File: src/rtl/biou_pkg.sv
`timescale 1ns / 1ps

package biou_pkg;

    // request field positions inside s_tdata, in units of one coordinate
    localparam int unsigned FLD_A_LEFT   = 0;
    localparam int unsigned FLD_A_TOP    = 1;
    localparam int unsigned FLD_A_WIDTH  = 2;
    localparam int unsigned FLD_A_HEIGHT = 3;
    localparam int unsigned FLD_B_LEFT   = 4;
    localparam int unsigned FLD_B_TOP    = 5;
    localparam int unsigned FLD_B_WIDTH  = 6;
    localparam int unsigned FLD_B_HEIGHT = 7;
    localparam int unsigned NUM_FIELDS   = 8;

    localparam int unsigned BYTE_BITS = 8;

    // number of front stages ahead of the divider
    localparam int unsigned FRONT_STAGES = 4;

endpackage

File: src/rtl/box_iou_ratio_core.sv
`timescale 1ns / 1ps

// Box intersection-over-union core.
// Slave channel (s_*): one request per accepted beat, two boxes packed in s_tdata
// as left, top, width, height of box a, then of box b, COORD_BITS each.
// Master channel (m_*): one result per request, in request order, with the
// floored ratio (FRACTION_BITS fraction bits), intersection area and union area.
// Each request passes through FRACTION_BITS + 5 register stages: four front stages
// (edges, spans, area multipliers, union) followed by one restoring-division stage
// per quotient bit.
// Throughput: one request per cycle while m_tready is high; every stage holds a valid bit and moves
// whenever the stage after it is empty or moving, so bubbles close up.
// When m_tready is low the last stage holds its result and the stages behind it
// keep filling; s_tready falls only once every stage holds a request.
// Reset (aresetn low, synchronous) clears all valid bits; no request in flight
// survives it. Nothing is kept from one request to the next.
module box_iou_ratio_core #(
    parameter int unsigned COORD_BITS    = 12,
    parameter int unsigned FRACTION_BITS = 16
) (
    input  logic                                aclk,
    input  logic                                aresetn,
    input  logic                                s_tvalid,
    output logic                                s_tready,
    // a_left, a_top, a_width, a_height, b_left, b_top, b_width, b_height
    input  logic [biou_pkg::NUM_FIELDS*COORD_BITS-1:0] s_tdata,
    output logic                                m_tvalid,
    input  logic                                m_tready,
    // overlap_ratio, intersection_area, union_area, zero fill
    output logic [((FRACTION_BITS+4*COORD_BITS+3+biou_pkg::BYTE_BITS-1)
                   /biou_pkg::BYTE_BITS)*biou_pkg::BYTE_BITS-1:0] m_tdata
);
    import biou_pkg::*;

    localparam int unsigned C     = COORD_BITS;
    localparam int unsigned E     = COORD_BITS + 1;
    localparam int unsigned A     = 2 * COORD_BITS + 1;
    localparam int unsigned FB    = FRACTION_BITS;
    localparam int unsigned R     = FRACTION_BITS + 1;
    localparam int unsigned OUT_W = ((R + 2 * A + BYTE_BITS - 1) / BYTE_BITS) * BYTE_BITS;

    // ---------------- stage 1: far edges and extents ----------------
    logic         s1_valid_reg;
    logic         s1_ready;
    logic [E-1:0] s1_ax0_reg, s1_ax1_reg, s1_ay0_reg, s1_ay1_reg;
    logic [E-1:0] s1_bx0_reg, s1_bx1_reg, s1_by0_reg, s1_by1_reg;
    logic [E-1:0] s1_aw1_reg, s1_ah1_reg, s1_bw1_reg, s1_bh1_reg;

    logic [C-1:0] a_left, a_top, a_width, a_height;
    logic [C-1:0] b_left, b_top, b_width, b_height;

    assign a_left   = s_tdata[FLD_A_LEFT*C   +: C];
    assign a_top    = s_tdata[FLD_A_TOP*C    +: C];
    assign a_width  = s_tdata[FLD_A_WIDTH*C  +: C];
    assign a_height = s_tdata[FLD_A_HEIGHT*C +: C];
    assign b_left   = s_tdata[FLD_B_LEFT*C   +: C];
    assign b_top    = s_tdata[FLD_B_TOP*C    +: C];
    assign b_width  = s_tdata[FLD_B_WIDTH*C  +: C];
    assign b_height = s_tdata[FLD_B_HEIGHT*C +: C];

    // ---------------- stage 2: clamped spans ----------------
    logic         s2_valid_reg;
    logic         s2_ready;
    logic [E-1:0] s2_span_x_reg, s2_span_y_reg;
    logic [E-1:0] s2_aw1_reg, s2_ah1_reg, s2_bw1_reg, s2_bh1_reg;

    // ---------------- stage 3: areas ----------------
    logic         s3_valid_reg;
    logic         s3_ready;
    logic [A-1:0] s3_inter_reg, s3_area_a_reg, s3_area_b_reg;

    // ---------------- stage 4: union ----------------
    logic         s4_valid_reg;
    logic         s4_ready;
    logic [A-1:0] s4_inter_reg, s4_uni_reg;

    // ---------------- divider stages ----------------
    logic [FB:0]  dv_valid_reg;
    logic [FB:0]  dv_ready;
    logic [A-1:0] dv_rem_reg   [0:FB];
    logic [R-1:0] dv_quo_reg   [0:FB];
    logic [A-1:0] dv_inter_reg [0:FB];
    logic [A-1:0] dv_uni_reg   [0:FB];

    assign s_tready = s1_ready;
    assign s1_ready = !s1_valid_reg || s2_ready;
    assign s2_ready = !s2_valid_reg || s3_ready;
    assign s3_ready = !s3_valid_reg || s4_ready;
    assign s4_ready = !s4_valid_reg || dv_ready[0];

    // stage 1
    always_ff @(posedge aclk) begin
        if (!aresetn) begin
            s1_valid_reg <= 1'b0;
        end else if (s1_ready) begin
            s1_valid_reg <= s_tvalid;
        end
        if (s1_ready && s_tvalid) begin
            s1_ax0_reg <= {1'b0, a_left};
            s1_ax1_reg <= {1'b0, a_left} + {1'b0, a_width};
            s1_ay0_reg <= {1'b0, a_top};
            s1_ay1_reg <= {1'b0, a_top} + {1'b0, a_height};
            s1_bx0_reg <= {1'b0, b_left};
            s1_bx1_reg <= {1'b0, b_left} + {1'b0, b_width};
            s1_by0_reg <= {1'b0, b_top};
            s1_by1_reg <= {1'b0, b_top} + {1'b0, b_height};
            s1_aw1_reg <= {1'b0, a_width} + E'(1);
            s1_ah1_reg <= {1'b0, a_height} + E'(1);
            s1_bw1_reg <= {1'b0, b_width} + E'(1);
            s1_bh1_reg <= {1'b0, b_height} + E'(1);
        end
    end

    // stage 2
    logic [E-1:0] lo_x, hi_x, lo_y, hi_y;
    logic [E-1:0] span_x_next, span_y_next;

    always_comb begin
        lo_x = (s1_ax0_reg > s1_bx0_reg) ? s1_ax0_reg : s1_bx0_reg;
        hi_x = (s1_ax1_reg < s1_bx1_reg) ? s1_ax1_reg : s1_bx1_reg;
        lo_y = (s1_ay0_reg > s1_by0_reg) ? s1_ay0_reg : s1_by0_reg;
        hi_y = (s1_ay1_reg < s1_by1_reg) ? s1_ay1_reg : s1_by1_reg;
        span_x_next = (hi_x < lo_x) ? '0 : hi_x - lo_x + E'(1);
        span_y_next = (hi_y < lo_y) ? '0 : hi_y - lo_y + E'(1);
    end

    always_ff @(posedge aclk) begin
        if (!aresetn) begin
            s2_valid_reg <= 1'b0;
        end else if (s2_ready) begin
            s2_valid_reg <= s1_valid_reg;
        end
        if (s2_ready && s1_valid_reg) begin
            s2_span_x_reg <= span_x_next;
            s2_span_y_reg <= span_y_next;
            s2_aw1_reg    <= s1_aw1_reg;
            s2_ah1_reg    <= s1_ah1_reg;
            s2_bw1_reg    <= s1_bw1_reg;
            s2_bh1_reg    <= s1_bh1_reg;
        end
    end

    // stage 3: three narrow multipliers side by side
    logic [2*E-1:0] inter_prod, area_a_prod, area_b_prod;

    assign inter_prod  = s2_span_x_reg * s2_span_y_reg;
    assign area_a_prod = s2_aw1_reg * s2_ah1_reg;
    assign area_b_prod = s2_bw1_reg * s2_bh1_reg;

    always_ff @(posedge aclk) begin
        if (!aresetn) begin
            s3_valid_reg <= 1'b0;
        end else if (s3_ready) begin
            s3_valid_reg <= s2_valid_reg;
        end
        if (s3_ready && s2_valid_reg) begin
            s3_inter_reg  <= inter_prod[A-1:0];
            s3_area_a_reg <= area_a_prod[A-1:0];
            s3_area_b_reg <= area_b_prod[A-1:0];
        end
    end

    // stage 4
    logic [A:0] uni_sum;

    assign uni_sum = {1'b0, s3_area_a_reg} + {1'b0, s3_area_b_reg} - {1'b0, s3_inter_reg};

    always_ff @(posedge aclk) begin
        if (!aresetn) begin
            s4_valid_reg <= 1'b0;
        end else if (s4_ready) begin
            s4_valid_reg <= s3_valid_reg;
        end
        if (s4_ready && s3_valid_reg) begin
            s4_inter_reg <= s3_inter_reg;
            s4_uni_reg   <= uni_sum[A-1:0];
        end
    end

    // restoring division, one quotient bit per stage, msb first
    genvar j;
    generate
        for (j = 0; j <= FB; j++) begin : g_div
            logic         prev_valid;
            logic [A-1:0] prev_inter;
            logic [A-1:0] prev_uni;
            logic [R-1:0] prev_quo;
            logic [A:0]   trial;
            logic [A:0]   diff;
            logic         qbit;

            if (j == 0) begin : g_first
                assign prev_valid = s4_valid_reg;
                assign prev_inter = s4_inter_reg;
                assign prev_uni   = s4_uni_reg;
                assign prev_quo   = '0;
                // intersection never exceeds the union, so this bit is the integer part
                assign trial      = {1'b0, s4_inter_reg};
            end else begin : g_next
                assign prev_valid = dv_valid_reg[j-1];
                assign prev_inter = dv_inter_reg[j-1];
                assign prev_uni   = dv_uni_reg[j-1];
                assign prev_quo   = dv_quo_reg[j-1];
                assign trial      = {dv_rem_reg[j-1], 1'b0};
            end

            if (j == FB) begin : g_last
                assign dv_ready[j] = !dv_valid_reg[j] || m_tready;
            end else begin : g_mid
                assign dv_ready[j] = !dv_valid_reg[j] || dv_ready[j+1];
            end

            assign diff = trial - {1'b0, prev_uni};
            assign qbit = (trial >= {1'b0, prev_uni});

            always_ff @(posedge aclk) begin
                if (!aresetn) begin
                    dv_valid_reg[j] <= 1'b0;
                end else if (dv_ready[j]) begin
                    dv_valid_reg[j] <= prev_valid;
                end
                if (dv_ready[j] && prev_valid) begin
                    dv_rem_reg[j]   <= qbit ? diff[A-1:0] : trial[A-1:0];
                    dv_quo_reg[j]   <= {prev_quo[R-2:0], qbit};
                    dv_inter_reg[j] <= prev_inter;
                    dv_uni_reg[j]   <= prev_uni;
                end
            end
        end
    endgenerate

    assign m_tvalid = dv_valid_reg[FB];
    assign m_tdata  = OUT_W'({dv_uni_reg[FB], dv_inter_reg[FB], dv_quo_reg[FB]});

    // ---------------- checks ----------------
    a_union_nonzero: assert property (@(posedge aclk) disable iff (!aresetn)
        m_tvalid |-> dv_uni_reg[FB] != '0)
        else $error("union area of zero at output");

    a_inter_le_union: assert property (@(posedge aclk) disable iff (!aresetn)
        m_tvalid |-> dv_inter_reg[FB] <= dv_uni_reg[FB])
        else $error("intersection larger than union");

    a_ratio_max: assert property (@(posedge aclk) disable iff (!aresetn)
        m_tvalid |-> dv_quo_reg[FB] <= (R'(1) << FB))
        else $error("ratio above one");

    a_ratio_one: assert property (@(posedge aclk) disable iff (!aresetn)
        (m_tvalid && dv_quo_reg[FB] == (R'(1) << FB)) |->
        dv_inter_reg[FB] == dv_uni_reg[FB])
        else $error("full ratio without full overlap");

    a_ready_when_drained: assert property (@(posedge aclk) disable iff (!aresetn)
        !m_tvalid |-> s_tready)
        else $error("input stalled while output stage is empty");

endmodule
File: config.mk
export PLATFORM = sky130hd
export DESIGN_NAME = box_iou_ratio_core
export DESIGN_NICKNAME = d
export VERILOG_FILES = /design/src/rtl/biou_pkg.sv /design/src/rtl/box_iou_ratio_core.sv
export SDC_FILE = /design/constraint.sdc
export NUM_CORES = 2
export LEC_CHECK = 0
export BUFFER_PORTS_ARGS = -buffer_cell sky130_fd_sc_hd__buf_2
export CAP_MARGIN = 20
export CORE_ASPECT_RATIO = 1.25
export CORE_MARGIN = 10
export CORE_UTILIZATION = 60
export CTS_BUF_LIST = sky130_fd_sc_hd__clkbuf_4
export DETAILED_ROUTE_END_ITERATION = 12
export GPL_TIMING_DRIVEN = 1
export PLACE_DENSITY_LB_ADDON = 0.05
export REMOVE_ABC_BUFFERS = 1
export SLEW_MARGIN = 10
export SYNTH_ARGS = -nofsm -noshare
export SYNTH_HDL_FRONTEND = slang
export SYNTH_SLANG_ARGS = --single-unit
File: constraint.sdc
create_clock -name aclk -period 11.6 [get_ports aclk]
set_input_delay 0.58 -clock aclk [delete_from_list [all_inputs] [get_ports aclk]]
set_output_delay 0.58 -clock aclk [all_outputs]
set_load 0.02 [all_outputs]
Word-level counts from Yosys, hierarchy flattened
Memories as Yosys holds them, arrays and structs flattened.
Index checks and enable logic that the tools add are counted.
{"block": "word_totals", "output_inout_bits": 74, "elab_cells": 223, "memories": 4, "latch_bits": 0, "input_bits": 100, "romBits": 0, "reg_bits": 376, "ram_bits": 1564}
{"block": "op_classes", "n_reduce_logical": 63, "addsub": 31, "n_mux": 55, "shift": 0, "div": 0, "bitwise_logic": 0, "multipliers": 3, "eq_ne": 0, "n_lt_le_gt_ge": 23}
{"name": "dv_inter_reg", "words": 17, "width": 25, "read_ports": 17, "rd_clocked_by_memory_dff": 0, "wr": 17, "line_no": "box_iou_ratio_core.sv:82", "source": "logic [A-1:0] dv_inter_reg [0:FB];"}
{"name": "dv_rem_reg", "words": 17, "width": 25, "read_ports": 16, "rd_clocked_by_memory_dff": 0, "wr": 17, "line_no": "box_iou_ratio_core.sv:80", "source": "logic [A-1:0] dv_rem_reg [0:FB];"}
{"name": "dv_uni_reg", "words": 17, "width": 25, "read_ports": 17, "rd_clocked_by_memory_dff": 0, "wr": 17, "line_no": "box_iou_ratio_core.sv:83", "source": "logic [A-1:0] dv_uni_reg [0:FB];"}
{"name": "dv_quo_reg", "words": 17, "width": 17, "read_ports": 17, "rd_clocked_by_memory_dff": 0, "wr": 17, "line_no": "box_iou_ratio_core.sv:81", "source": "logic [R-1:0] dv_quo_reg [0:FB];"}
{"cell": "$sub A25 B25 Y25", "n": 18}
{"cell": "$mux W25", "n": 17}
{"cell": "$ge A26 B25 Y1", "n": 16}
{"cell": "$mul A13 B13 Y25", "n": 3}
{"cell": "$add A12 B1 Y13 const B", "n": 4}
{"cell": "$add A12 B12 Y13", "n": 4}
{"cell": "$mux W1", "n": 34}
{"cell": "$add A13 B1 Y13 const B", "n": 2}
{"cell": "$lt A13 B12 Y1", "n": 2}
{"cell": "$lt A13 B13 Y1", "n": 2}
{"cell": "$mux W13", "n": 2}
{"cell": "$sub A13 B12 Y13", "n": 2}
{"cell": "$add A25 B25 Y25", "n": 1}
{"cell": "$ge A25 B25 Y1", "n": 1}
{"cell": "$gt A12 B12 Y1", "n": 2}
{"cell": "$mux W12", "n": 2}
{"cell": "$logic_and A1 B1 Y1", "n": 21}
{"cell": "$logic_not A1 Y1", "n": 21}
{"cell": "$logic_or A1 B1 Y1", "n": 21}

Depth between registers and ports, before layout
{"block": "depth", "ltp_word": 23, "depth_mapped": 26, "mapped_depth_nobuf": 25}

Worst setup path before layout
No wires, ideal clock.
{"block": "synth_path", "path_kind": "input -> register", "startpoint": "input port m_tready", "endpoint": "memory dv_inter_reg[0][200] (netlist bit) (enable)", "setup_slack_ps": 3439, "arrival_ps": 7506, "cell_stages": 5, "setup_time_ps": 655, "n_path_buf": 0, "required_ps": 10945, "cell_sequence": "and4b_1 > and3_1 > and3_1 > and2_1 > a21boi_0"}
{"item": "start, declared", "line_no": "box_iou_ratio_core.sv:28", "source": "input logic m_tready,"}
{"item": "end, declared", "line_no": "box_iou_ratio_core.sv:82"}

Worst setup path after layout
{"block": "layout_path", "startpoint": "register s2_aw1_reg[7]", "endpoint": "register s3_area_a_reg[23] (data pin)"}
{"block": "layout_between", "elab_chain_cells": 1}
{"item": "start, declared", "line_no": "box_iou_ratio_core.sv:65", "source": "logic [E-1:0] s2_aw1_reg, s2_ah1_reg, s2_bw1_reg, s2_bh1_reg;"}
{"item": "start signal, assigned", "line_no": "box_iou_ratio_core.sv:136", "source": "s2_aw1_reg <= s1_aw1_reg;"}
{"item": "$mul A13 B13 Y25", "line_no": "box_iou_ratio_core.sv:147", "source": "assign area_a_prod = s2_aw1_reg * s2_ah1_reg;"}
{"item": "via area_a_prod[23]", "line_no": "box_iou_ratio_core.sv:144", "source": "logic [2*E-1:0] inter_prod, area_a_prod, area_b_prod;"}
{"item": "end signal, assigned", "line_no": "box_iou_ratio_core.sv:158", "source": "s3_area_a_reg <= area_a_prod[A-1:0];"}
{"item": "end, declared", "line_no": "box_iou_ratio_core.sv:70", "source": "logic [A-1:0] s3_inter_reg, s3_area_a_reg, s3_area_b_reg;"}
The timed path passes the listed nets, and every way through them passes these cells.
A chain may end at the register's enable or synchronous reset.

==> impl_summary.log <==
[metrics] remaining design rule violation count: 0
[metrics] tightest slew margin relative to the limit: 24.9%
[metrics] Placed Instances: about 11k
[metrics] Vias: between 60k and 70k
[metrics] power density over the cells: between 150 and 200 nW/um^2
[metrics] delay of the slowest cell on the worst path: a little over 600 ps
[metrics] hold crit path type: primary input to flip-flop
[metrics] crit-path cells: and2_1, fa_1, inv_1, fa_1, inv_1, fa_1, fa_1, inv_1, fa_1, inv_1, ha_1, a211o_1, nor2_1, o21ai_0, a21o_1, a31o_2, a41o_1, o41ai_2, or4b_2, o211ai_1
[metrics] post-detail-place hpwl: about 190 mm
[metrics] Worst-Skew Late Latency: ~1500 ps
[metrics] detailed-route vias per instance: 5.56
[metrics] total routing resource utilization after global routing: about 26%
[metrics] Hold EP: s1_bw1_reg[1]
[metrics] worst ir drop on vdd: 0.132 mV
[metrics] footprint of the multi-input gates: between 40000 and 50000 um^2
[metrics] core region area: around 170000 um^2
[metrics] arrival time at the worst endpoint: between 7000 and 8000 ps
[metrics] vertical die dimension: a little under 500 um
[metrics] width of the chip: 392 um
[metrics] total detailed-routing wirelength: between 200 and 250 mm
[metrics] buffers plus inverters on the worst setup path: 4
[metrics] library cells used by synthesis: 83
[metrics] synthesized area: between 100000 and 150000 um^2
[metrics] drt wl/cell: 20.5 um
[metrics] post-synth top area share: between 50% and 60%
[metrics] type of the worst setup path: flip-flop to flip-flop
[metrics] register cell area after layout: between 50000 and 60000 um^2
[metrics] number of standard-cell rows in the floorplan: 170
[metrics] vias in the first global route: 69.0k
[metrics] root cell of the clock tree: clkbuf_4
[metrics] post-cts repair resize count: 0
[metrics] fraction of registers with async set/reset: 0%
[metrics] #FFs+latches synth: 1779
[metrics] highest net fanout along the worst path: 13
[metrics] post-route minimum period: approximately 6500 ps
[metrics] Initial Utilization: approximately three fifths
[metrics] met2 capacity usage during global routing: roughly 47%
[metrics] count of antenna-violating nets left after detailed routing: 0
[metrics] commonest non-fill, non-tap cells in the layout: edfxtp_1 (1758), inv_1 (1314), ha_1 (805)
[metrics] global-route wire length before repair: 380 mm
[metrics] worst setup path startpoint: s2_aw1_reg[7]
[metrics] total power draw: ~18 mW
[metrics] final cell area excluding filler cells: roughly 110000 um^2
[metrics] antenna violations before repair: 7
[metrics] maximum clock frequency: about 150 MHz
[metrics] critical register-to-register path startpoint: s2_aw1_reg[7]
[metrics] number of standard cells in the final layout excluding fillers: between 10k and 15k
[metrics] Global Route met3 Usage: 4.14%
[metrics] Crit path depth: 20
[metrics] ports placed on the boundary: 174
[metrics] pin count of the biggest net entering global routing: 80
[metrics] drt first pass iters: 6
[metrics] crit end category: flip-flop
[metrics] number of setup violations in the final report: 0
[metrics] grt met1 use: ~27%
[metrics] synthesis-to-finish area growth: 10.1%
[metrics] most frequent standard cell in the layout excluding fill and tap cells: edfxtp_1
[metrics] fill cell instance count of the final layout: 13.3k
[metrics] sequential element share of the synthesized area: between 50 and 60%
[metrics] Min-Delay Startpoint: s_tdata[73]
[metrics] area of the die: roughly 190000 um^2
[metrics] worst r2r dst: s3_area_a_reg[23]
[metrics] RD Place Congestion: ~0.94
[metrics] initial drt markers: ~3.4k
[metrics] count of flip-flops with a built-in enable after synthesis: 1758
[metrics] total of max-cap violations: 0
[metrics] utilization after layout: between 60% and 70%
[metrics] Fin Setup TNS: 0 ps
[metrics] Slowest-stage cell, CP: or4b_2
[metrics] Syn. warnings: 0
[metrics] largest buffer count on any clock path: 4
[metrics] clock buffer count from CTS: 441
[metrics] clk slew on worst S/H paths: roughly 70 ps
[metrics] most frequently used flop master after synthesis: edfxtp_1
[metrics] share of cells above drive strength 1: a little under an eighth
[metrics] data required time of the critical path: approximately 13000 ps
[metrics] hold depth: 3
[metrics] worst clock skew: roughly 180 ps
[metrics] ratio of final minimum period to clock period: 56.0%
[metrics] Final Hold Viols: 0
[metrics] worst r2r path cells: 20
[metrics] area post-placement: 107000 um^2
[metrics] Most Crowded Layer GR: met2
[metrics] flop2flop setup slack: about 5100 ps
[metrics] reported leakage power: around 48 nW
[metrics] clock net sink count: roughly 1.8k
[metrics] Cells after Synth: about 8.8k
[metrics] post-layout net count: 10.7k
[metrics] cell occurring most often along the worst timing path: fa_1
[metrics] main area contributors after synthesis: edfxtp_1 (51%), ha_1 (9.7%), fa_1 (8.0%)
[metrics] setup repair after global routing missed its margin: no
[metrics] synthesized area divided by synthesized cell count: between 10 and 15 um^2
[metrics] number of port buffers: 168
[metrics] status: finished, final reports clean
[metrics] Largest delay share family, worst path: adder cells
[metrics] grt ovf: 0
[metrics] CTS tree: built
[metrics] number of slew-limit violations in the final report: 0
[metrics] Tightest Pin Transition: 1130 ps
[metrics] H-tree depth: 5
[metrics] Critical Path Source Type: flip-flop
[metrics] top cell type by total area after synthesis: edfxtp_1
cells by family (layout without fill, tap and decap cells):
family / after synthesis / after routing / share of synthesized area, %
DFF: 1779 / 1779 / 51.3
muxes: 220 / 220 / 2.34
adders and majority gates: 1219 / 1219 / 17.7
and+or+nand+nor: 2010 / 2010 / 9.45
xor gates and xnor gates: 456 / 456 / 3.85
AOI/OAI and AO/OA: 1522 / 1522 / 9.43
other: 1 / 17 / 0.00362
buffers and inverters: 1552 / 2490 / 5.90
per-stage QoR:
step	setup slack [ps]	hold slack, ps
after floorplan	3440	400
after detailed placement	5140	405
after CTS	5120	3.87
final	5110	155
after global placement	5190	400
after global routing	4730	39.6
per-layer routing:
| layer | share of wire, % | routed length, um |
|---|---|---|
| met5 | 0.0073 | 18 |
| met4 | 7.2 | 17600 |
| met3 | 3.9 | 9650 |
| met2 | 53 | 129000 |
| met1 | 36 | 88900 |
layout make-up:
type | count | area share [%]
flip-flops and latches | 1779 | 46.6
multi-input cells | 5432 | 39.1
inverters | 1315 | 4.32
clock buffers | 596 | 3.92
repair buffers | 399 | 2.67
well taps | 2236 | 2.45
clock inverters | 180 | 0.936
diodes | 12 | 0.0263
Yosys cell counts (35+ instances only):
| cell type | count |
|---|---|
| a211oi_1 | 35 |
| a21boi_0 | 48 |
| a21o_1 | 198 |
| a21oi_1 | 440 |
| a31oi_1 | 56 |
| and2_1 | 267 |
| and3_1 | 58 |
| buf_4 | 72 |
| clkbuf_1 | 143 |
| edfxtp_1 | 1758 |
| fa_1 | 414 |
| ha_1 | 805 |
| inv_1 | 1314 |
| mux2_2 | 180 |
| mux2i_1 | 40 |
| nand2_1 | 611 |
| nand2b_1 | 88 |
| nand3_1 | 114 |
| nand4_1 | 73 |
| nor2_1 | 435 |
| nor2b_1 | 98 |
| nor3_1 | 116 |
| o211ai_1 | 35 |
| o21a_1 | 122 |
| o21ai_0 | 318 |
| o21bai_1 | 42 |
| or3_1 | 45 |
| xnor2_1 | 308 |
| xor2_1 | 148 |
report_power, final:
part / total (mW) / internal (mW) / leakage, nW / switching [mW]
registers: 7.64 / 7.42 / 16.4 / 0.221
logic: 4.96 / 2.08 / 28.3 / 2.89
clock network: 5.18 / 2.66 / 3.28 / 2.52
total: 17.8 / 12.2 / 48.0 / 5.63
tightest hold or removal path: cells and delay by family:
family / cells / cell delay [ps]
buffers and inverters: 2 / 680
adder cells (fa/ha/maj): 1 / 130
worst max-delay path by stage:
| stage | end | slack, ps |
|---|---|---|
| after floorplan | dv_inter_reg[0][200] | 3440 |
| after detailed placement | s3_area_a_reg[23] | 5140 |
| final | s3_area_a_reg[23] | 5110 |
| after CTS | s3_area_a_reg[23] | 5120 |
| after global routing | s3_area_b_reg[24] | 4730 |
| after global placement | s3_area_a_reg[23] | 5190 |
repair_timing:
action	in CTS	in global routing
endpoints found under the hold margin	242	0
buffers inserted	0	0
hold buffers	182	0
endpoints found under the setup margin	0	0
(Power assumes the default switching activity.)
